--- src/design/affine_block_transposer_defines.svh ---
// Assertion macros for the affine block transposer RTL.
// No dependencies; included by the modules that carry assertions.
`ifndef AFFINE_BLOCK_TRANSPOSER_DEFINES_SVH
`define AFFINE_BLOCK_TRANSPOSER_DEFINES_SVH

// A property that must hold at every clock edge outside reset.
`define ABT_ASSERT(label, clk, rst_n, prop, msg) \
  label: assert property (@(posedge clk) disable iff (!rst_n) (prop)) else $error(msg);

// An antecedent that must be followed by a consequent in the next cycle.
`define ABT_ASSERT_NEXT(label, clk, rst_n, ante, cons, msg) \
  label: assert property (@(posedge clk) disable iff (!rst_n) (ante) |=> (cons)) \
    else $error(msg);

`endif

--- src/design/abt_pkg.sv ---
// Package of the affine block transposer: widths, constants, command and
// write-port types and the emitter state type. No dependencies.
`timescale 1ns / 1ps

package abt_pkg;

  // Upper bound of the block depth parameter; the shared widths follow it.
  localparam int MaxBlockHi  = 64;
  localparam int MaxBlockDef = 16;
  localparam int CntW        = $clog2(MaxBlockHi + 1);
  localparam int IdxW        = $clog2(MaxBlockHi);

  localparam int ByteW       = 8;
  localparam int BsW         = 5;
  localparam int CfgIdxW     = 2;
  localparam int StepW       = $clog2(ByteW);

  localparam logic [ByteW-1:0] PadByte = 8'd96;

  // Configuration register indexes.
  localparam logic [CfgIdxW-1:0] CfgBlockSize = 2'd0;
  localparam logic [CfgIdxW-1:0] CfgMult      = 2'd1;
  localparam logic [CfgIdxW-1:0] CfgOffset    = 2'd2;

  localparam logic [BsW-1:0]   BlockSizeRst = 5'd4;
  localparam logic [ByteW-1:0] MultRst      = 8'd1;
  localparam logic [ByteW-1:0] OffsetRst    = 8'd0;

  // One closed block waiting to be emitted.
  typedef struct packed {
    logic            bank;
    logic [CntW-1:0] size;
    logic [CntW-1:0] count;
    logic            eom;
  } cmd_t;

  // Write into the block buffer.
  typedef struct packed {
    logic             en;
    logic             bank;
    logic [IdxW-1:0]  idx;
    logic [ByteW-1:0] data;
  } mem_wr_t;

  typedef enum logic [1:0] {
    BK_IDLE,
    BK_PREP,
    BK_EMIT
  } bk_state_e;

endpackage

--- src/design/abt_front.sv ---
// Front end: takes message words, places them in the current buffer bank
// and closes a block into a command. Uses abt_pkg.
`timescale 1ns / 1ps

module abt_front #(
  parameter int MAX_BLOCK = abt_pkg::MaxBlockDef
) (
  input  logic                     clk_i,
  input  logic                     rst_ni,
  input  logic [abt_pkg::BsW-1:0]  block_size_i,
  input  logic                     in_valid_i,
  output logic                     in_ready_o,
  input  logic [abt_pkg::ByteW-1:0] in_data_i,
  input  logic                     in_eom_i,
  output abt_pkg::mem_wr_t         mem_wr_o,
  output logic                     cmd_push_o,
  output abt_pkg::cmd_t            cmd_o,
  input  logic                     cmd_full_i
);
  import abt_pkg::*;

  logic [CntW-1:0] fill_q, fill_d;
  logic            bank_q, bank_d;
  logic [CntW-1:0] eff_size;
  logic [CntW-1:0] pos;
  logic [CntW-1:0] count;
  logic            accept;
  logic            flush;

  // Size 0 acts as 1, anything above the buffer depth as the depth.
  always_comb begin
    if (block_size_i == '0) begin
      eff_size = CntW'(1);
    end else if (int'(block_size_i) > MAX_BLOCK) begin
      eff_size = CntW'(MAX_BLOCK);
    end else begin
      eff_size = CntW'(block_size_i);
    end
  end

  assign in_ready_o = !cmd_full_i;
  assign accept     = in_valid_i && in_ready_o;
  assign pos        = (fill_q < eff_size) ? fill_q : (eff_size - CntW'(1));
  assign count      = pos + CntW'(1);
  assign flush      = (count >= eff_size) || in_eom_i;

  always_comb begin
    mem_wr_o.en   = accept;
    mem_wr_o.bank = bank_q;
    mem_wr_o.idx  = IdxW'(pos);
    mem_wr_o.data = in_data_i;
    cmd_push_o    = accept && flush;
    cmd_o.bank    = bank_q;
    cmd_o.size    = eff_size;
    cmd_o.count   = count;
    cmd_o.eom     = in_eom_i;
  end

  always_comb begin
    fill_d = fill_q;
    bank_d = bank_q;
    if (accept) begin
      if (flush) begin
        fill_d = '0;
        bank_d = !bank_q;
      end else begin
        fill_d = count;
      end
    end
  end

  always_ff @(posedge clk_i or negedge rst_ni) begin
    if (!rst_ni) begin
      fill_q <= '0;
      bank_q <= 1'b0;
    end else begin
      fill_q <= fill_d;
      bank_q <= bank_d;
    end
  end

endmodule

--- src/design/abt_cmd_fifo.sv ---
// Two-entry queue of closed-block commands between front and back end.
// One entry per buffer bank. Uses abt_pkg.
`timescale 1ns / 1ps

module abt_cmd_fifo (
  input  logic          clk_i,
  input  logic          rst_ni,
  input  logic          push_i,
  input  abt_pkg::cmd_t push_cmd_i,
  output logic          full_o,
  input  logic          pop_i,
  output logic          valid_o,
  output abt_pkg::cmd_t head_o
);
  import abt_pkg::*;

  cmd_t       entry_q [2];
  logic       wr_ptr_q, wr_ptr_d;
  logic       rd_ptr_q, rd_ptr_d;
  logic [1:0] cnt_q, cnt_d;

  assign full_o  = (cnt_q == 2'd2);
  assign valid_o = (cnt_q != 2'd0);
  assign head_o  = entry_q[rd_ptr_q];

  always_comb begin
    wr_ptr_d = push_i ? !wr_ptr_q : wr_ptr_q;
    rd_ptr_d = pop_i ? !rd_ptr_q : rd_ptr_q;
    cnt_d    = cnt_q;
    if (push_i && !pop_i) begin
      cnt_d = cnt_q + 2'd1;
    end else if (pop_i && !push_i) begin
      cnt_d = cnt_q - 2'd1;
    end
  end

  always_ff @(posedge clk_i or negedge rst_ni) begin
    if (!rst_ni) begin
      wr_ptr_q <= 1'b0;
      rd_ptr_q <= 1'b0;
      cnt_q    <= 2'd0;
    end else begin
      wr_ptr_q <= wr_ptr_d;
      rd_ptr_q <= rd_ptr_d;
      cnt_q    <= cnt_d;
    end
  end

  always_ff @(posedge clk_i) begin
    if (push_i) begin
      entry_q[wr_ptr_q] <= push_cmd_i;
    end
  end

endmodule

--- src/design/abt_back.sv ---
// Back end: block buffer memory, residue unit and permuted emitter with
// its output register. Uses abt_pkg and the assertion macro header.
`timescale 1ns / 1ps

module abt_back #(
  parameter int MAX_BLOCK = abt_pkg::MaxBlockDef
) (
  input  logic                      clk_i,
  input  logic                      rst_ni,
  input  logic [abt_pkg::ByteW-1:0] mult_i,
  input  logic [abt_pkg::ByteW-1:0] offset_i,
  input  abt_pkg::mem_wr_t          mem_wr_i,
  input  logic                      cmd_valid_i,
  input  abt_pkg::cmd_t             cmd_i,
  output logic                      cmd_pop_o,
  output logic                      out_valid_o,
  input  logic                      out_ready_i,
  output logic [abt_pkg::ByteW-1:0] out_data_o,
  output logic                      out_block_end_o,
  output logic                      out_msg_end_o
);
  import abt_pkg::*;
`include "affine_block_transposer_defines.svh"

  localparam int Depth = 2 * MAX_BLOCK;
  localparam int AddrW = $clog2(Depth);

  logic [ByteW-1:0] mem_q [Depth];
  logic [AddrW-1:0] wr_addr;
  logic [AddrW-1:0] rd_addr;

  bk_state_e       state_q, state_d;
  logic [StepW-1:0] step_q, step_d;
  logic [CntW-1:0] rm_q, rm_d;
  logic [CntW-1:0] ro_q, ro_d;
  logic [CntW-1:0] src_q, src_d;
  logic [CntW-1:0] i_q, i_d;

  logic [CntW:0]   rm_sh, ro_sh, src_sum;
  logic [CntW-1:0] rm_nx, ro_nx, src_nx;
  logic            prep_done;
  logic            load;
  logic            last;

  logic             out_valid_q, out_valid_d;
  logic [ByteW-1:0] rd_q;
  logic             pad_q;
  logic             blk_end_q;
  logic             msg_end_q;

  assign wr_addr = AddrW'(int'(mem_wr_i.bank) * MAX_BLOCK + int'(mem_wr_i.idx));
  assign rd_addr = AddrW'(int'(cmd_i.bank) * MAX_BLOCK + int'(src_q));

  // One restoring step per cycle for mult and offset modulo the block size.
  always_comb begin
    rm_sh = {rm_q, mult_i[StepW'(ByteW - 1) - step_q]};
    ro_sh = {ro_q, offset_i[StepW'(ByteW - 1) - step_q]};
    rm_nx = (rm_sh >= {1'b0, cmd_i.size}) ? CntW'(rm_sh - {1'b0, cmd_i.size}) : CntW'(rm_sh);
    ro_nx = (ro_sh >= {1'b0, cmd_i.size}) ? CntW'(ro_sh - {1'b0, cmd_i.size}) : CntW'(ro_sh);
    src_sum = {1'b0, src_q} + {1'b0, rm_q};
    src_nx  = (src_sum >= {1'b0, cmd_i.size}) ? CntW'(src_sum - {1'b0, cmd_i.size})
                                              : CntW'(src_sum);
  end

  assign prep_done = (step_q == StepW'(ByteW - 1));
  assign last      = (i_q == cmd_i.size - CntW'(1));

  // Next state.
  always_comb begin
    state_d = state_q;
    case (state_q)
      BK_IDLE: begin
        if (cmd_valid_i) begin
          state_d = BK_PREP;
        end
      end
      BK_PREP: begin
        if (prep_done) begin
          state_d = BK_EMIT;
        end
      end
      BK_EMIT: begin
        if (load && last) begin
          state_d = BK_IDLE;
        end
      end
      default: state_d = BK_IDLE;
    endcase
  end

  // Outputs and datapath updates.
  always_comb begin
    load        = 1'b0;
    cmd_pop_o   = 1'b0;
    step_d      = step_q;
    rm_d        = rm_q;
    ro_d        = ro_q;
    src_d       = src_q;
    i_d         = i_q;
    out_valid_d = out_valid_q && !out_ready_i;
    case (state_q)
      BK_IDLE: begin
        step_d = '0;
        rm_d   = '0;
        ro_d   = '0;
      end
      BK_PREP: begin
        step_d = step_q + StepW'(1);
        rm_d   = rm_nx;
        ro_d   = ro_nx;
        if (prep_done) begin
          src_d = ro_nx;
          i_d   = '0;
        end
      end
      BK_EMIT: begin
        load = !out_valid_q || out_ready_i;
        if (load) begin
          out_valid_d = 1'b1;
          src_d       = src_nx;
          i_d         = i_q + CntW'(1);
          cmd_pop_o   = last;
        end
      end
      default: begin
        load = 1'b0;
      end
    endcase
  end

  always_ff @(posedge clk_i or negedge rst_ni) begin
    if (!rst_ni) begin
      state_q     <= BK_IDLE;
      out_valid_q <= 1'b0;
      step_q      <= '0;
      i_q         <= '0;
    end else begin
      state_q     <= state_d;
      out_valid_q <= out_valid_d;
      step_q      <= step_d;
      i_q         <= i_d;
    end
  end

  always_ff @(posedge clk_i) begin
    rm_q  <= rm_d;
    ro_q  <= ro_d;
    src_q <= src_d;
  end

  always_ff @(posedge clk_i) begin
    if (mem_wr_i.en) begin
      mem_q[wr_addr] <= mem_wr_i.data;
    end
  end

  always_ff @(posedge clk_i) begin
    if (load) begin
      rd_q      <= mem_q[rd_addr];
      pad_q     <= (src_q >= cmd_i.count);
      blk_end_q <= last;
      msg_end_q <= last && cmd_i.eom;
    end
  end

  assign out_valid_o     = out_valid_q;
  assign out_data_o      = pad_q ? PadByte : rd_q;
  assign out_block_end_o = blk_end_q;
  assign out_msg_end_o   = msg_end_q;

  `ABT_ASSERT(a_src_in_block, clk_i, rst_ni, (state_q != BK_EMIT) || (src_q < cmd_i.size), "source index outside block")
  `ABT_ASSERT(a_step_in_block, clk_i, rst_ni, (state_q != BK_EMIT) || (i_q < cmd_i.size), "output position outside block")
  `ABT_ASSERT(a_stride_reduced, clk_i, rst_ni, (state_q != BK_EMIT) || (rm_q < cmd_i.size), "stride residue not reduced")
  `ABT_ASSERT(a_pop_has_cmd, clk_i, rst_ni, !cmd_pop_o || cmd_valid_i, "pop of an empty command queue")
  `ABT_ASSERT_NEXT(a_prep_to_emit, clk_i, rst_ni, (state_q == BK_PREP) && prep_done, state_q == BK_EMIT, "residue pass did not end in emission")

endmodule

--- src/design/affine_block_transposer.sv ---
// Affine block transposer: message words are gathered into blocks and sent
// out in the order (mult*i + offset) mod size. Top level; configuration
// registers. Uses abt_pkg, abt_front, abt_cmd_fifo and abt_back.
//
// Usage. Message words arrive on the s_axis channel, one byte in tdata; tlast
// marks the last word of a message. A block closes when it holds the
// effective block size of words (size 0 counts as 1, sizes above MAX_BLOCK
// as MAX_BLOCK), or at once on a tlast word, the missing positions then
// reading as the pad byte 96. Each closed block leaves on m_axis as exactly
// size words; tuser flags the last word of every block and tlast the last
// word of a message. Registers are written through the cfg channel, which
// is always ready, and must only be changed while the block is idle.
// Throughput: the front end takes one word per cycle into one of two buffer
// banks while the command queue is not full; the back end picks up a block
// from its idle state, runs a bit-serial residue pass over the bits of mult
// and offset, then emits one word per cycle while m_axis is not stalled.
// Reset clears the fill count, the bank pointers, the command queue and the
// output valid flag and loads the register defaults (size 4, mult 1,
// offset 0); buffer contents need no reset as they are written before use.
// A stall on m_axis holds the output word; the front end keeps filling the
// free bank and stops taking words only when both banks hold closed blocks.
`timescale 1ns / 1ps

module affine_block_transposer #(
  parameter int MAX_BLOCK = abt_pkg::MaxBlockDef
) (
  input  logic                        clk_i,
  input  logic                        rst_ni,
  // Message words in.
  input  logic                        s_axis_tvalid,
  output logic                        s_axis_tready,
  input  logic [abt_pkg::ByteW-1:0]   s_axis_tdata,   // [7:0] data_in
  input  logic                        s_axis_tlast,   // end_of_message
  // Permuted words out.
  output logic                        m_axis_tvalid,
  input  logic                        m_axis_tready,
  output logic [abt_pkg::ByteW-1:0]   m_axis_tdata,   // [7:0] data_out
  output logic                        m_axis_tuser,   // [0] block_end
  output logic                        m_axis_tlast,   // message_end
  // Configuration writes.
  input  logic                        cfg_valid_i,
  output logic                        cfg_ready_o,
  input  logic [abt_pkg::CfgIdxW-1:0] cfg_index_i,
  input  logic [abt_pkg::ByteW-1:0]   cfg_data_i
);
  import abt_pkg::*;

  logic [BsW-1:0]   block_size_q, block_size_d;
  logic [ByteW-1:0] mult_q, mult_d;
  logic [ByteW-1:0] offset_q, offset_d;

  mem_wr_t mem_wr;
  cmd_t    push_cmd;
  cmd_t    head_cmd;
  logic    cmd_push;
  logic    cmd_full;
  logic    cmd_pop;
  logic    cmd_valid;

  // Register writes are always taken; an unknown index is dropped.
  assign cfg_ready_o = 1'b1;

  always_comb begin
    block_size_d = block_size_q;
    mult_d       = mult_q;
    offset_d     = offset_q;
    if (cfg_valid_i) begin
      case (cfg_index_i)
        CfgBlockSize: block_size_d = cfg_data_i[BsW-1:0];
        CfgMult:      mult_d       = cfg_data_i;
        CfgOffset:    offset_d     = cfg_data_i;
        default:      block_size_d = block_size_q;
      endcase
    end
  end

  always_ff @(posedge clk_i or negedge rst_ni) begin
    if (!rst_ni) begin
      block_size_q <= BlockSizeRst;
      mult_q       <= MultRst;
      offset_q     <= OffsetRst;
    end else begin
      block_size_q <= block_size_d;
      mult_q       <= mult_d;
      offset_q     <= offset_d;
    end
  end

  abt_front #(
    .MAX_BLOCK (MAX_BLOCK)
  ) u_front (
    .clk_i        (clk_i),
    .rst_ni       (rst_ni),
    .block_size_i (block_size_q),
    .in_valid_i   (s_axis_tvalid),
    .in_ready_o   (s_axis_tready),
    .in_data_i    (s_axis_tdata),
    .in_eom_i     (s_axis_tlast),
    .mem_wr_o     (mem_wr),
    .cmd_push_o   (cmd_push),
    .cmd_o        (push_cmd),
    .cmd_full_i   (cmd_full)
  );

  abt_cmd_fifo u_cmd_fifo (
    .clk_i      (clk_i),
    .rst_ni     (rst_ni),
    .push_i     (cmd_push),
    .push_cmd_i (push_cmd),
    .full_o     (cmd_full),
    .pop_i      (cmd_pop),
    .valid_o    (cmd_valid),
    .head_o     (head_cmd)
  );

  abt_back #(
    .MAX_BLOCK (MAX_BLOCK)
  ) u_back (
    .clk_i           (clk_i),
    .rst_ni          (rst_ni),
    .mult_i          (mult_q),
    .offset_i        (offset_q),
    .mem_wr_i        (mem_wr),
    .cmd_valid_i     (cmd_valid),
    .cmd_i           (head_cmd),
    .cmd_pop_o       (cmd_pop),
    .out_valid_o     (m_axis_tvalid),
    .out_ready_i     (m_axis_tready),
    .out_data_o      (m_axis_tdata),
    .out_block_end_o (m_axis_tuser),
    .out_msg_end_o   (m_axis_tlast)
  );

endmodule

--- config.mk ---
export PLATFORM = sky130hd
export DESIGN_NAME = affine_block_transposer
export DESIGN_NICKNAME = d
export VERILOG_FILES = /design/src/design/abt_pkg.sv /design/src/design/abt_front.sv /design/src/design/abt_cmd_fifo.sv /design/src/design/abt_back.sv /design/src/design/affine_block_transposer.sv
export VERILOG_INCLUDE_DIRS = /design/src /design/src/design
export SDC_FILE = /design/constraint.sdc
export NUM_CORES = 1
export LEC_CHECK = 0
export ABC_AREA = 1
export BUFFER_PORTS_ARGS = -buffer_cell sky130_fd_sc_hd__buf_2
export CORE_MARGIN = 8
export CORE_UTILIZATION = 31
export CTS_CLUSTER_SIZE = 30
export DETAILED_ROUTE_END_ITERATION = 10
export GPL_TIMING_DRIVEN = 0
export SETUP_SLACK_MARGIN = 0.1
export SLEW_MARGIN = 25
export SYNTH_ARGS = -nofsm -noshare
export SYNTH_HDL_FRONTEND = slang
export SYNTH_SLANG_ARGS = --single-unit
--- constraint.sdc ---
create_clock -name clk_i -period 4.7 [get_ports clk_i]
set_clock_uncertainty 0.05 [all_clocks]
set_input_delay 0.47 -clock clk_i [delete_from_list [all_inputs] [get_ports clk_i]]
set_output_delay 0.47 -clock clk_i [all_outputs]
set_load 0.01 [all_outputs]
; Word-level counts from Yosys, hierarchy flattened
; Memory sizes are Yosys's and may differ from the RTL's. A register that Yosys moved wholly into a read port is not among the register bits.
; Index checks and enable logic that the tools add are counted.
[totals]
ff_bits = 70
mem_bits_rw = 284
input_bits = 24
output_inout_bits = 13
wordCells = 119
mem_count = 2
[mem_list]
columns = memory, depth, word_bits, rd, rd_ports_with_merged_regs, wr, line
row1 = u_back.mem_q, 32, 8, 1, 1, 1, abt_back.sv:28  ; logic [ByteW-1:0] mem_q [Depth];
row2 = u_cmd_fifo.entry_q, 2, 14, 1, 0, 1, abt_cmd_fifo.sv:17  ; cmd_t entry_q [2];
[op_classes]
n_addsub = 14
n_lt_le_gt_ge = 8
eq_ne = 11
muxes = 36
reduce_logical = 30
[op_table]
columns = cell, count
row1 = two-way mux 7 bit, 9
row2 = one-hot mux 7 bit (2 select lines), 4
row3 = greater-or-equal comparator 8 x 7 -> 1 bit, 3
row4 = subtractor 7 bit, 3
row5 = "adder 7 x 1 -> 7 bit, second input constant", 2
row6 = two-way mux 1 bit, 11
row7 = adder 5 bit, 2
row8 = two-way mux 2 bit, 5
row9 = two-way mux 5 bit, 2
row10 = adder 7 x 7 -> 8 bit, 1
row11 = logical NOT 1 bit, 8
row12 = two-way mux 8 bit, 1
row13 = AND reduction 2 bit, 4
row14 = nonzero test 2 bit, 4
row15 = == test 7 bit, 1
row16 = greater-or-equal comparator 7 x 5 -> 1 bit, 1
row17 = greater-or-equal comparator 7 bit, 1
row18 = logical AND 1 bit, 7
row19 = less-than comparator 7 x 5 -> 1 bit, 1
row20 = "subtractor 7 x 1 -> 7 bit, second input constant", 1
row21 = binary-select mux 1 bit (select 3 bit), 2
row22 = "== test 2 bit, second input constant", 3
row23 = "inequality test 2 x 1 -> 1 bit, second input constant", 3
row24 = one-hot mux 2 bit (3 select lines), 1
row25 = other kinds (15), 19

; Longest topological paths before layout
; Gate-level depths: netlist (run 1).
[logic_depth]
word_depth = 13
mapped_depth = 30

; By module
; Synthesis (run 1) repeated with hierarchy kept, for this count alone.
[unflattened]
cells_unflattened = 1754
hier_area_um2 = 17749.5
[by_module_without_submodules]
columns = module, n_inst, cells_each, area_each_um2, seq_area_each_um2
row1 = abt_back, 1, 1428, 14392.6, 8973.6
row2 = abt_cmd_fifo, 1, 75, 1412.6, 1061.0
row3 = abt_front, 1, 155, 1059.8, 200.2
row4 = affine_block_transposer, 1, 96, 884.6, 528.0

; Worst setup path before layout (run 1)
; No wires, ideal clock.
[synth_path]
path_kind = register to register
startpoint = register block_size_q[3]
endpoint = register u_cmd_fifo.cnt_q[1]
setup_time_ns = 0.131
arrival_ns = 3.966
setup_slack_ns = 0.553
path_stages_with_launch = 29
path_cell_list = dfrtp_1 nor2_2 nand2_1 a21boi_0 inv_1 ha_1 nand2_1 inv_1 nand2_1 nand2_2 nand2_4 nand2_4 nand2_1 nand2_1 ha_1 inv_1 ha_1 a21boi_0 o21a_1 o21ai_0 nand2_1 a211oi_1 nand2_2 nand2_2 inv_1 ha_1 a21oi_1 o21ai_0 xor2_1
[synth_rtl]
columns = element, line
row1 = "start, declared", affine_block_transposer.sv:48  ; logic [BsW-1:0] block_size_q, block_size_d;
row2 = "start signal, assigned", affine_block_transposer.sv:79  ; block_size_q <= BlockSizeRst;
row3 = "start signal, assigned", affine_block_transposer.sv:83  ; block_size_q <= block_size_d;
row4 = "end signal, assigned", abt_cmd_fifo.sv:45  ; cnt_q <= cnt_d;
row5 = "end, declared", abt_cmd_fifo.sv:20  ; logic [1:0] cnt_q, cnt_d;

==> results of run 1 <==
==> final timing paths <==
check,startpoint,endpoint,cells past startpoint
worst min register to register,u_cmd_fifo.wr_ptr_q,u_cmd_fifo.wr_ptr_q,2
min in group asynchronous,rst_ni,u_back.i_q[1],2
worst min-delay path,s_axis_tlast,u_cmd_fifo.entry_q[1][0],1
max in group asynchronous,rst_ni,offset_q[4],2
worst max register to register,block_size_q[3],u_cmd_fifo.cnt_q[1],28
worst max-delay path,block_size_q[3],u_cmd_fifo.cnt_q[1],28
==> metrics by stage <==
stage	setup TNS, ns	setup WS (ns)	utilization
after floorplan	0	0.553	-
after global placement	-3.70	-0.258	0.332
after detailed placement	-0.121	-0.121	0.333
after CTS	0	0.166	0.355
after global routing	0	0.0770	0.356
final	0	0.423	0.356
==> cells in the mapped netlist (2+ instances only) <==
cell,instances,area share
sky130_fd_sc_hd__o21ai_0,131,0.040
sky130_fd_sc_hd__inv_2,5,0.0011
sky130_fd_sc_hd__nor3_1,6,0.0018
sky130_fd_sc_hd__nor3b_1,2,0.00092
sky130_fd_sc_hd__nand3_1,47,0.014
sky130_fd_sc_hd__o21a_1,3,0.0014
sky130_fd_sc_hd__and3_1,2,0.00076
sky130_fd_sc_hd__nand2_4,3,0.0021
sky130_fd_sc_hd__or2_2,5,0.0019
sky130_fd_sc_hd__nor2_2,4,0.0015
sky130_fd_sc_hd__buf_2,8,0.0024
sky130_fd_sc_hd__xnor2_1,10,0.0053
sky130_fd_sc_hd__buf_1,3,0.00069
sky130_fd_sc_hd__ha_1,50,0.038
sky130_fd_sc_hd__a31oi_1,9,0.0034
sky130_fd_sc_hd__nor2_1,220,0.050
sky130_fd_sc_hd__nand4_1,5,0.0019
sky130_fd_sc_hd__conb_1,2,0.00046
sky130_fd_sc_hd__inv_1,103,0.024
sky130_fd_sc_hd__nand2_1,146,0.033
sky130_fd_sc_hd__dfrtp_1,44,0.067
sky130_fd_sc_hd__dfstp_2,2,0.0032
sky130_fd_sc_hd__o22ai_1,7,0.0027
sky130_fd_sc_hd__edfxtp_1,316,0.58
sky130_fd_sc_hd__clkbuf_1,46,0.011
sky130_fd_sc_hd__fa_1,4,0.0049
sky130_fd_sc_hd__o21ai_2,2,0.0011
sky130_fd_sc_hd__mux2i_1,45,0.027
sky130_fd_sc_hd__a41oi_1,2,0.0011
sky130_fd_sc_hd__o32ai_1,29,0.016
sky130_fd_sc_hd__o221ai_1,39,0.021
sky130_fd_sc_hd__a21oi_1,29,0.0089
sky130_fd_sc_hd__xor2_1,14,0.0075
sky130_fd_sc_hd__o21bai_1,3,0.0014
sky130_fd_sc_hd__a21boi_0,3,0.0014
sky130_fd_sc_hd__nand2_2,7,0.0027
sky130_fd_sc_hd__o211ai_1,16,0.0073
sky130_fd_sc_hd__nand3_2,3,0.0018
==> repair_timing <==
item / 4_1_cts / 5_1_grt
pin swaps: 1 / 3
hold buffers: 0 / 1
setup endpoints to repair: 15 / 30
gates resized for setup: 2 / 12
hold endpoints to repair: 0 / 44
buffers inserted: 1 / 3
gates cloned: 0 / 0
==> metal layers <==
layer,up-vias,share of wire,routed length [um],track usage
met3,82,0.075,3030,0.0351
met4,0,0.026,1060,0.0401
li1,5162,-,-,-
met1,5328,0.44,17800,0.173
met2,323,0.46,18400,0.207
met5,-,0,0,0
==> sequential cells by signal (all words and copies together), names as in the netlist, 3 cells and up <==
signal	cells
u_back.step_q	3
u_back.i_q	7
mult_q	8
u_back.rm_q	7
u_cmd_fifo.entry_q	28
u_back.mem_q	256
offset_q	8
u_back.rd_q	8
u_front.fill_q	7
block_size_q	5
u_back.src_q	7
u_back.ro_q	7
==> kinds of logic (layout without fill, tap and decap cells) <==
| kind of cell | after synthesis | count (layout) |
|---|---|---|
| XOR/XNOR | 25 | 25 |
| AO/OA/AOI/OAI | 279 | 279 |
| multiplexers | 46 | 46 |
| flip-flops | 362 | 362 |
| buffers and inverters | 170 | 279 |
| other | 2 | 3 |
| AND/OR/NAND/NOR | 453 | 453 |
| adder cells (fa/ha/maj) | 54 | 54 |
==> power by group <==
part / total [mW] / switching [mW] / internal (mW)
combinational: 5.63 / 3.81 / 1.83
sequential: 4.38 / 0.231 / 4.15
clock: 2.85 / 1.23 / 1.62
total: 12.9 / 5.27 / 7.59
==> area by class of cell <==
type | count | share of cell area
Multi-Input combinational cell | 860 | 0.274
Timing Repair Buffer | 41 | 0.0122
Inverter | 110 | 0.0223
Buffer | 60 | 0.0138
Tap cell | 688 | 0.0460
Sequential cell | 362 | 0.569
Clock inverter | 15 | 0.00643
Clock buffer | 53 | 0.0561
==> results_tabular.tex, run 1 <==
\begin{tabular}{lr}
\hline
Metric & Value \\
\hline
\multicolumn{2}{l}{\textbf{Worst setup path}} \\
\quad Arrival time of data at the critical path endpoint & 4.64 ns \\
\quad Slowest stage delay, CP & roughly 0.41 ns \\
\quad Cell class contributing the biggest share of worst-path delay & adder cells \\
\quad Maximum fanout encountered on the critical timing path & 7 \\
\quad Kind of capture point of the worst setup path & register \\
\quad Critical Path RT & 5.07 ns \\
\quad Setup slack of the most critical reg-to-reg path & 0.42 ns \\
\quad Bufs and invs on worst path & 4 \\
\quad Setup crit start kind & register \\
\quad Category of the critical setup timing path & register to register \\
\quad Crit-path slowest cell & sky130\_fd\_sc\_hd\_\_dfrtp\_1 \\
\multicolumn{2}{l}{\textbf{Synthesis}} \\
\quad Xor and xnor area share after synthesis & 0.0138 \\
\quad Synth Area in Adders & 0.0431 \\
\quad Multiplexer share of the synthesized area & 0.0282 \\
\quad Number of synthesized flops with an enable pin & around 320 \\
\quad Async set-reset flop share out of synthesis & 0.127 \\
\quad Compound-cell area share of the yosys netlist & 0.108 \\
\quad Most instantiated flip-flop cell in the synthesis netlist & sky130\_fd\_sc\_hd\_\_edfxtp\_1 \\
\quad Simple logic cell fraction of the synthesized area & 0.115 \\
\quad Mapped Avg Cell Area & 11.8 sq um \\
\quad Count of cell types in the netlist & 54 \\
\quad Post-synthesis instance total & 1391 \\
\quad Post-synthesis instance area & 16400 sq um \\
\quad Syn. warnings & 0 \\
\quad Dominant combinational cell family by area after synthesis & simple AND/OR/NAND/NOR gates \\
\quad Flop and latch count out of synthesis & about 360 \\
\quad Post-synthesis sequential area ratio & 0.650 \\
\multicolumn{2}{l}{\textbf{Detailed routing}} \\
\quad Post-route DRC violation count & 0 \\
\quad Starting DRT DRC Count & 951 \\
\quad Wire length reported by the detailed router & just over 40000 um \\
\quad Via/cell ratio & 4.98 \\
\quad Number of antenna-violating nets in the routed design & 0 \\
\quad Average wire per standard cell & 18.4 um \\
\quad Number of optimization iterations in the first detailed-route pass & 5 \\
\quad Detailed-route via count & roughly 11000 \\
\multicolumn{2}{l}{\textbf{Final layout}} \\
\quad Layout overhead on the synthesized area & 14.1\% \\
\quad Leading cell type in the layout, fill and taps excluded & sky130\_fd\_sc\_hd\_\_edfxtp\_1 \\
\quad Antenna Diode Count & 0 \\
\quad FF+latch area & between 10000 and 15000 sq um \\
\quad Non-filler cells, final & 2189 \\
\quad Commonest cells after routing, fill and taps aside & 316 x sky130\_fd\_sc\_hd\_\_edfxtp\_1, 219 x sky130\_fd\_sc\_hd\_\_nor2\_1, 144 x sky130\_fd\_sc\_hd\_\_nand2\_1, 130 x sky130\_fd\_sc\_hd\_\_o21ai\_0, 100 x sky130\_fd\_sc\_hd\_\_inv\_1 \\
\quad Multi-input combinational cell area & 5120 sq um \\
\quad Layout cell share with drive strength beyond 1 & 0.101 \\
\quad Post-route standard cell area excluding fillers & 18700 sq um \\
\quad Fill count & 5114 \\
\quad Total Nets Final & 1551 \\
\multicolumn{2}{l}{\textbf{Floorplan}} \\
\quad Initial cell density of the core & 0.312 \\
\quad Number of primary I/O pins & 37 \\
\quad Floorplan die area & between 60000 and 70000 sq um \\
\quad Floorplan Core Area & 52400 sq um \\
\quad Y dimension of the die & 246 um \\
\quad Placement row count & 84 \\
\quad Die span in x & 246 um \\
\multicolumn{2}{l}{\textbf{STA}} \\
\quad Worst hold slack & 0.144 ns \\
\quad Max Clock Freq & 0.234 GHz \\
\quad Worst Tran Pin Value & 0.836 ns \\
\quad Relative slew slack & 0.441 \\
\quad Final count of negative-setup-slack endpoints & 0 \\
\quad Portion of the clock cycle consumed by the worst path in the final layout & 0.910 \\
\quad Final Max Tran Viols & 0 \\
\quad Minimum period implied by the final worst setup slack & 4.28 ns \\
\quad Unrepaired setup endpoints after global routing & false \\
\quad Number of hold-slack violations in the final timing report & 0 \\
\multicolumn{2}{l}{\textbf{Clocking}} \\
\quad Root buffer selected by CTS & sky130\_fd\_sc\_hd\_\_clkbuf\_16 \\
\quad Maximum level of the CTS H-tree & 2 \\
\quad CTS max path bufs & 3 \\
\quad Sinks on Clock Net & 362 \\
\quad Clock insertion delay at the later pin of the skew report & 0.53 ns \\
\quad CTS clock-pin slew for the worst setup and hold paths & 0.06 ns \\
\quad Total CTS buffers & 38 \\
\quad Clock tree from TritonCTS & done \\
\multicolumn{2}{l}{\textbf{Min path}} \\
\quad Min-Delay Path Class & input pin to register \\
\multicolumn{2}{l}{\textbf{Pwr}} \\
\quad Power per cell area & 688 nW/um\^{}2 \\
\quad Overall power consumption & 12.9 mW \\
\quad Worst-case vdd ir drop & 0.346 mV \\
\quad Leakage power & 6.93 nW \\
\multicolumn{2}{l}{\textbf{Global route}} \\
\quad Grt ovf & 0 \\
\quad Pin count of the biggest net entering global routing & 47 \\
\quad Number of antenna violations at the first check in global routing & 0 \\
\quad Wire length of the first global-routing pass & approximately 60000 um \\
\quad Total global-route track usage & 0.131 \\
\quad Vias in the first global route & 10800 \\
\multicolumn{2}{l}{\textbf{Place}} \\
\quad \# port buffers & 35 \\
\quad Number of placed cells counting well taps & 2116 \\
\quad Last weighted congestion value of the routability-driven placer & around 0.89 \\
\quad Cell Area, Placed & 17400 sq um \\
\quad HPWL Detailed & 27400 um \\
\multicolumn{2}{l}{\textbf{Run status}} \\
\quad Result of the run & finished clean \\
\multicolumn{2}{l}{\textbf{Run}} \\
\quad Number of violations of the max-capacitance limit & 0 \\
\hline
\end{tabular}
No activity file was read; power rests on OpenSTA's default activity.
==> run 2: changes to the inputs <==
CTS_BUF_LIST = sky130_fd_sc_hd__clkbuf_16   (was not set)
==> results_tabular.tex, run 2 (synthesized netlist as in run 1, its figures left out) <==
\begin{tabular}{lr}
\hline
Metric & Value \\
\hline
\multicolumn{2}{l}{\textbf{Worst setup path}} \\
\quad Critical Path RT & 5.07 ns (about the same) \\
\quad Crit-path slowest cell & sky130\_fd\_sc\_hd\_\_dfrtp\_1 \\
\quad Launch point of the worst reg-to-reg path & block\_size\_q[3] \\
\quad Category of the critical setup timing path & register to register \\
\quad Kind of capture point of the worst setup path & register \\
\quad FF-to-FF path depth & 28 (unchanged) \\
\quad Cell class contributing the biggest share of worst-path delay & adder cells \\
\quad Setup crit start kind & register \\
\quad Slowest stage delay, CP & 0.41 ns (about the same) \\
\quad Setup slack of the most critical reg-to-reg path & 0.42 ns (about the same) \\
\quad Arrival time of data at the critical path endpoint & 4.64 ns (about the same) \\
\quad Endpoint of the worst register-to-register path & u\_cmd\_fifo.cnt\_q[1] \\
\quad Maximum fanout encountered on the critical timing path & 7 (unchanged) \\
\quad Bufs and invs on worst path & 4 (unchanged) \\
\quad Startpoint of the most critical setup path & block\_size\_q[3] \\
\multicolumn{2}{l}{\textbf{Run status}} \\
\quad Result of the run & finished clean \\
\multicolumn{2}{l}{\textbf{Final layout}} \\
\quad Layout cell share with drive strength beyond 1 & 0.101 (-0.000666) \\
\quad Most flop-heavy register & u\_back.mem\_q \\
\quad Non-filler cells, final & 2189 (unchanged) \\
\quad Fill count & 5116 (+0.039\%) \\
\quad Antenna Diode Count & 0 (unchanged) \\
\quad Commonest cells after routing, fill and taps aside & 316 x sky130\_fd\_sc\_hd\_\_edfxtp\_1, 219 x sky130\_fd\_sc\_hd\_\_nor2\_1, 144 x sky130\_fd\_sc\_hd\_\_nand2\_1, 130 x sky130\_fd\_sc\_hd\_\_o21ai\_0, 112 x sky130\_fd\_sc\_hd\_\_inv\_1 \\
\quad Layout overhead on the synthesized area & 14.0\% \\
\quad Regs by FF count & u\_back.mem\_q (256), u\_cmd\_fifo.entry\_q (28) \\
\quad Total Nets Final & 1551 (unchanged) \\
\quad Leading cell type in the layout, fill and taps excluded & sky130\_fd\_sc\_hd\_\_edfxtp\_1 \\
\quad Post-route standard cell area excluding fillers & 18700 sq um (-0.11\%) \\
\quad Flip-flop count of the largest register, all copies and words added & 256 (unchanged) \\
\multicolumn{2}{l}{\textbf{Clocking}} \\
\quad Sinks on Clock Net & 362 (unchanged) \\
\quad Clock tree from TritonCTS & done \\
\quad CTS max path bufs & 3 (unchanged) \\
\quad Maximum level of the CTS H-tree & 2 (unchanged) \\
\quad CTS clock-pin slew for the worst setup and hold paths & 0.06 ns (about the same) \\
\quad Root buffer selected by CTS & sky130\_fd\_sc\_hd\_\_clkbuf\_16 \\
\quad Total CTS buffers & 38 (unchanged) \\
\quad Clock insertion delay at the later pin of the skew report & 0.53 ns (about the same) \\
\multicolumn{2}{l}{\textbf{Min path}} \\
\quad Launch instance of the worst min-delay path & s\_axis\_tlast \\
\quad Min-Delay Path Class & input pin to register \\
\quad Cell depth of the worst min-delay path & 1 (unchanged) \\
\quad Worst-case hold path end point & u\_cmd\_fifo.entry\_q[1][0] \\
\multicolumn{2}{l}{\textbf{Place}} \\
\quad Number of placed cells counting well taps & 2116 (unchanged) \\
\quad Cell Area, Placed & 17400 sq um (unchanged) \\
\quad HPWL Detailed & 27400 um (unchanged) \\
\quad \# port buffers & 35 (unchanged) \\
\quad Worst slack after detailed placement & -0.121 ns (unchanged) \\
\quad Last weighted congestion value of the routability-driven placer & 0.892 (unchanged) \\
\multicolumn{2}{l}{\textbf{Pwr}} \\
\quad Fraction of power spent switching nets & 0.411 (+0.00188) \\
\quad Part of the power in registers & 0.342 (+0.002) \\
\quad Cell internal power dissipation & 7.54 mW (-0.77\%) \\
\quad Power per cell area & 686 nW/um\^{}2 (-0.34\%) \\
\quad Worst-case vdd ir drop & 0.346 mV (about the same) \\
\quad Power spent charging and discharging nets & 5.27 mW (about the same) \\
\quad Power share of the clock group & 0.218 (-0.003) \\
\quad Gate power share & 0.440 (+0.002) \\
\quad Leakage power & 6.97 nW (+0.59\%) \\
\multicolumn{2}{l}{\textbf{Detailed routing}} \\
\quad Number of antenna-violating nets in the routed design & 0 (unchanged) \\
\quad Number of optimization iterations in the first detailed-route pass & 5 (unchanged) \\
\quad Starting DRT DRC Count & 932 (-2.0\%) \\
\quad Post-route DRC violation count & 0 (unchanged) \\
\quad Via/cell ratio & 4.99 (+0.17\%) \\
\quad Average wire per standard cell & 18.4 um (about the same) \\
\quad Wire length reported by the detailed router & 40200 um (about the same) \\
\quad Detailed-route via count & 10900 (+0.17\%) \\
\multicolumn{2}{l}{\textbf{STA}} \\
\quad Worst Tran Pin Value & 0.834 ns (-0.00208 ns) \\
\quad Unrepaired setup endpoints after global routing & false \\
\quad Portion of the clock cycle consumed by the worst path in the final layout & 0.910 (about the same) \\
\quad Minimum period implied by the final worst setup slack & 4.28 ns (+0.0000980 ns) \\
\quad Final count of negative-setup-slack endpoints & 0 (unchanged) \\
\quad Worst hold slack & 0.144 ns (+0.0000390 ns) \\
\quad Final Max Tran Viols & 0 (unchanged) \\
\quad Max Clock Freq & 0.234 GHz (about the same) \\
\quad Worst setup slack after layout & 0.423 ns (-0.0000980 ns) \\
\quad Relative slew slack & 0.442 (+0.00139) \\
\quad Number of hold-slack violations in the final timing report & 0 (unchanged) \\
\multicolumn{2}{l}{\textbf{Floorplan}} \\
\quad Floorplan Core Area & 52400 sq um (unchanged) \\
\quad Initial cell density of the core & 0.312 (unchanged) \\
\quad Number of primary I/O pins & 37 (unchanged) \\
\quad Y dimension of the die & 246 um (unchanged) \\
\quad Floorplan die area & 60500 sq um (unchanged) \\
\quad Placement row count & 84 (unchanged) \\
\quad Die span in x & 246 um (unchanged) \\
\multicolumn{2}{l}{\textbf{Global route}} \\
\quad Number of antenna violations at the first check in global routing & 0 (unchanged) \\
\quad Total global-route track usage & 0.131 (unchanged) \\
\quad Wire length of the first global-routing pass & 61900 um (unchanged) \\
\quad Grt ovf & 0 (unchanged) \\
\quad Vias in the first global route & 10800 (unchanged) \\
\quad Pin count of the biggest net entering global routing & 47 (unchanged) \\
\multicolumn{2}{l}{\textbf{Run}} \\
\quad Number of violations of the max-capacitance limit & 0 (unchanged) \\
\hline
\end{tabular}
==> run 2: area by class of cell <==
cell class | count | area, sq um | area share
well taps | 688 | 861 | 0.0461
clock inverters | 29 | 173 | 0.00925
multi-input cells | 860 | 5120 | 0.274
repair buffers | 41 | 229 | 0.0123
inverters | 110 | 417 | 0.0223
flip-flops and latches | 362 | 10600 | 0.570
clock buffers | 39 | 976 | 0.0523
plain buffers | 60 | 258 | 0.0138
==> run 2: worst max-delay path by stage <==
stage                                     endpoint  slack (ns)  cells after the start
after global routing           u_cmd_fifo.cnt_q[1]        0.08                     28
after CTS                      u_cmd_fifo.cnt_q[1]        0.17                     28
final                          u_cmd_fifo.cnt_q[1]        0.42                     28
after floorplan                u_cmd_fifo.cnt_q[1]        0.55                     28
after detailed placement       u_cmd_fifo.cnt_q[1]       -0.12                     28
after global placement    u_cmd_fifo.entry_q[1][1]       -0.26                     24
==> run 2: stage by stage <==
stage | util | TNS, ns | total power, mW
finish | 0.356 | 0 | 12.8
global route | 0.356 | 0 | 13.6
CTS | 0.355 | 0 | 12.7
detailed placement | 0.333 | -0.121 | 9.87
global placement | 0.332 | -3.70 | 9.75
floorplan | - | 0 | 8.19
==> run 2: worst register-to-register path, delay by kind of cell, from the launching register on <==
kind	cells	cell delay, ns
adder cells (fa/ha/maj)	4	1.14
AND/OR/NAND/NOR	12	1.09
AO/OA/AOI/OAI	7	1.07
flip-flops	1	0.41
buffers and inverters	4	0.28
XOR/XNOR	1	0.14
==> run 2: what timing repair did <==
item | CTS | global route
pin swaps | 1 | 3
hold buffers | 0 | 1
gates resized for setup | 2 | 12
setup buffers | 1 | 3
gates cloned | 0 | 0
endpoints found under the hold margin | 0 | 44
endpoints found under the setup margin | 15 | 30
==> run 2: layer usage <==
layer,part of all wire,up-vias,track usage
met1,0.44,5334,0.173
li1,-,5164,-
met2,0.45,334,0.207
met4,0.027,0,0.0401
met5,0,-,0
met3,0.077,81,0.0351
==> run 2: power groups by stage <==
stage                     registers, mW  clock network, mW  logic [mW]
after detailed placement           4.44                  0        5.43
after global placement             4.43                  0        5.32
after global routing               4.42               2.95        6.26
final                              4.38               2.79        5.63
after CTS                          4.38               2.84        5.48
after floorplan                    4.35                  0        3.84
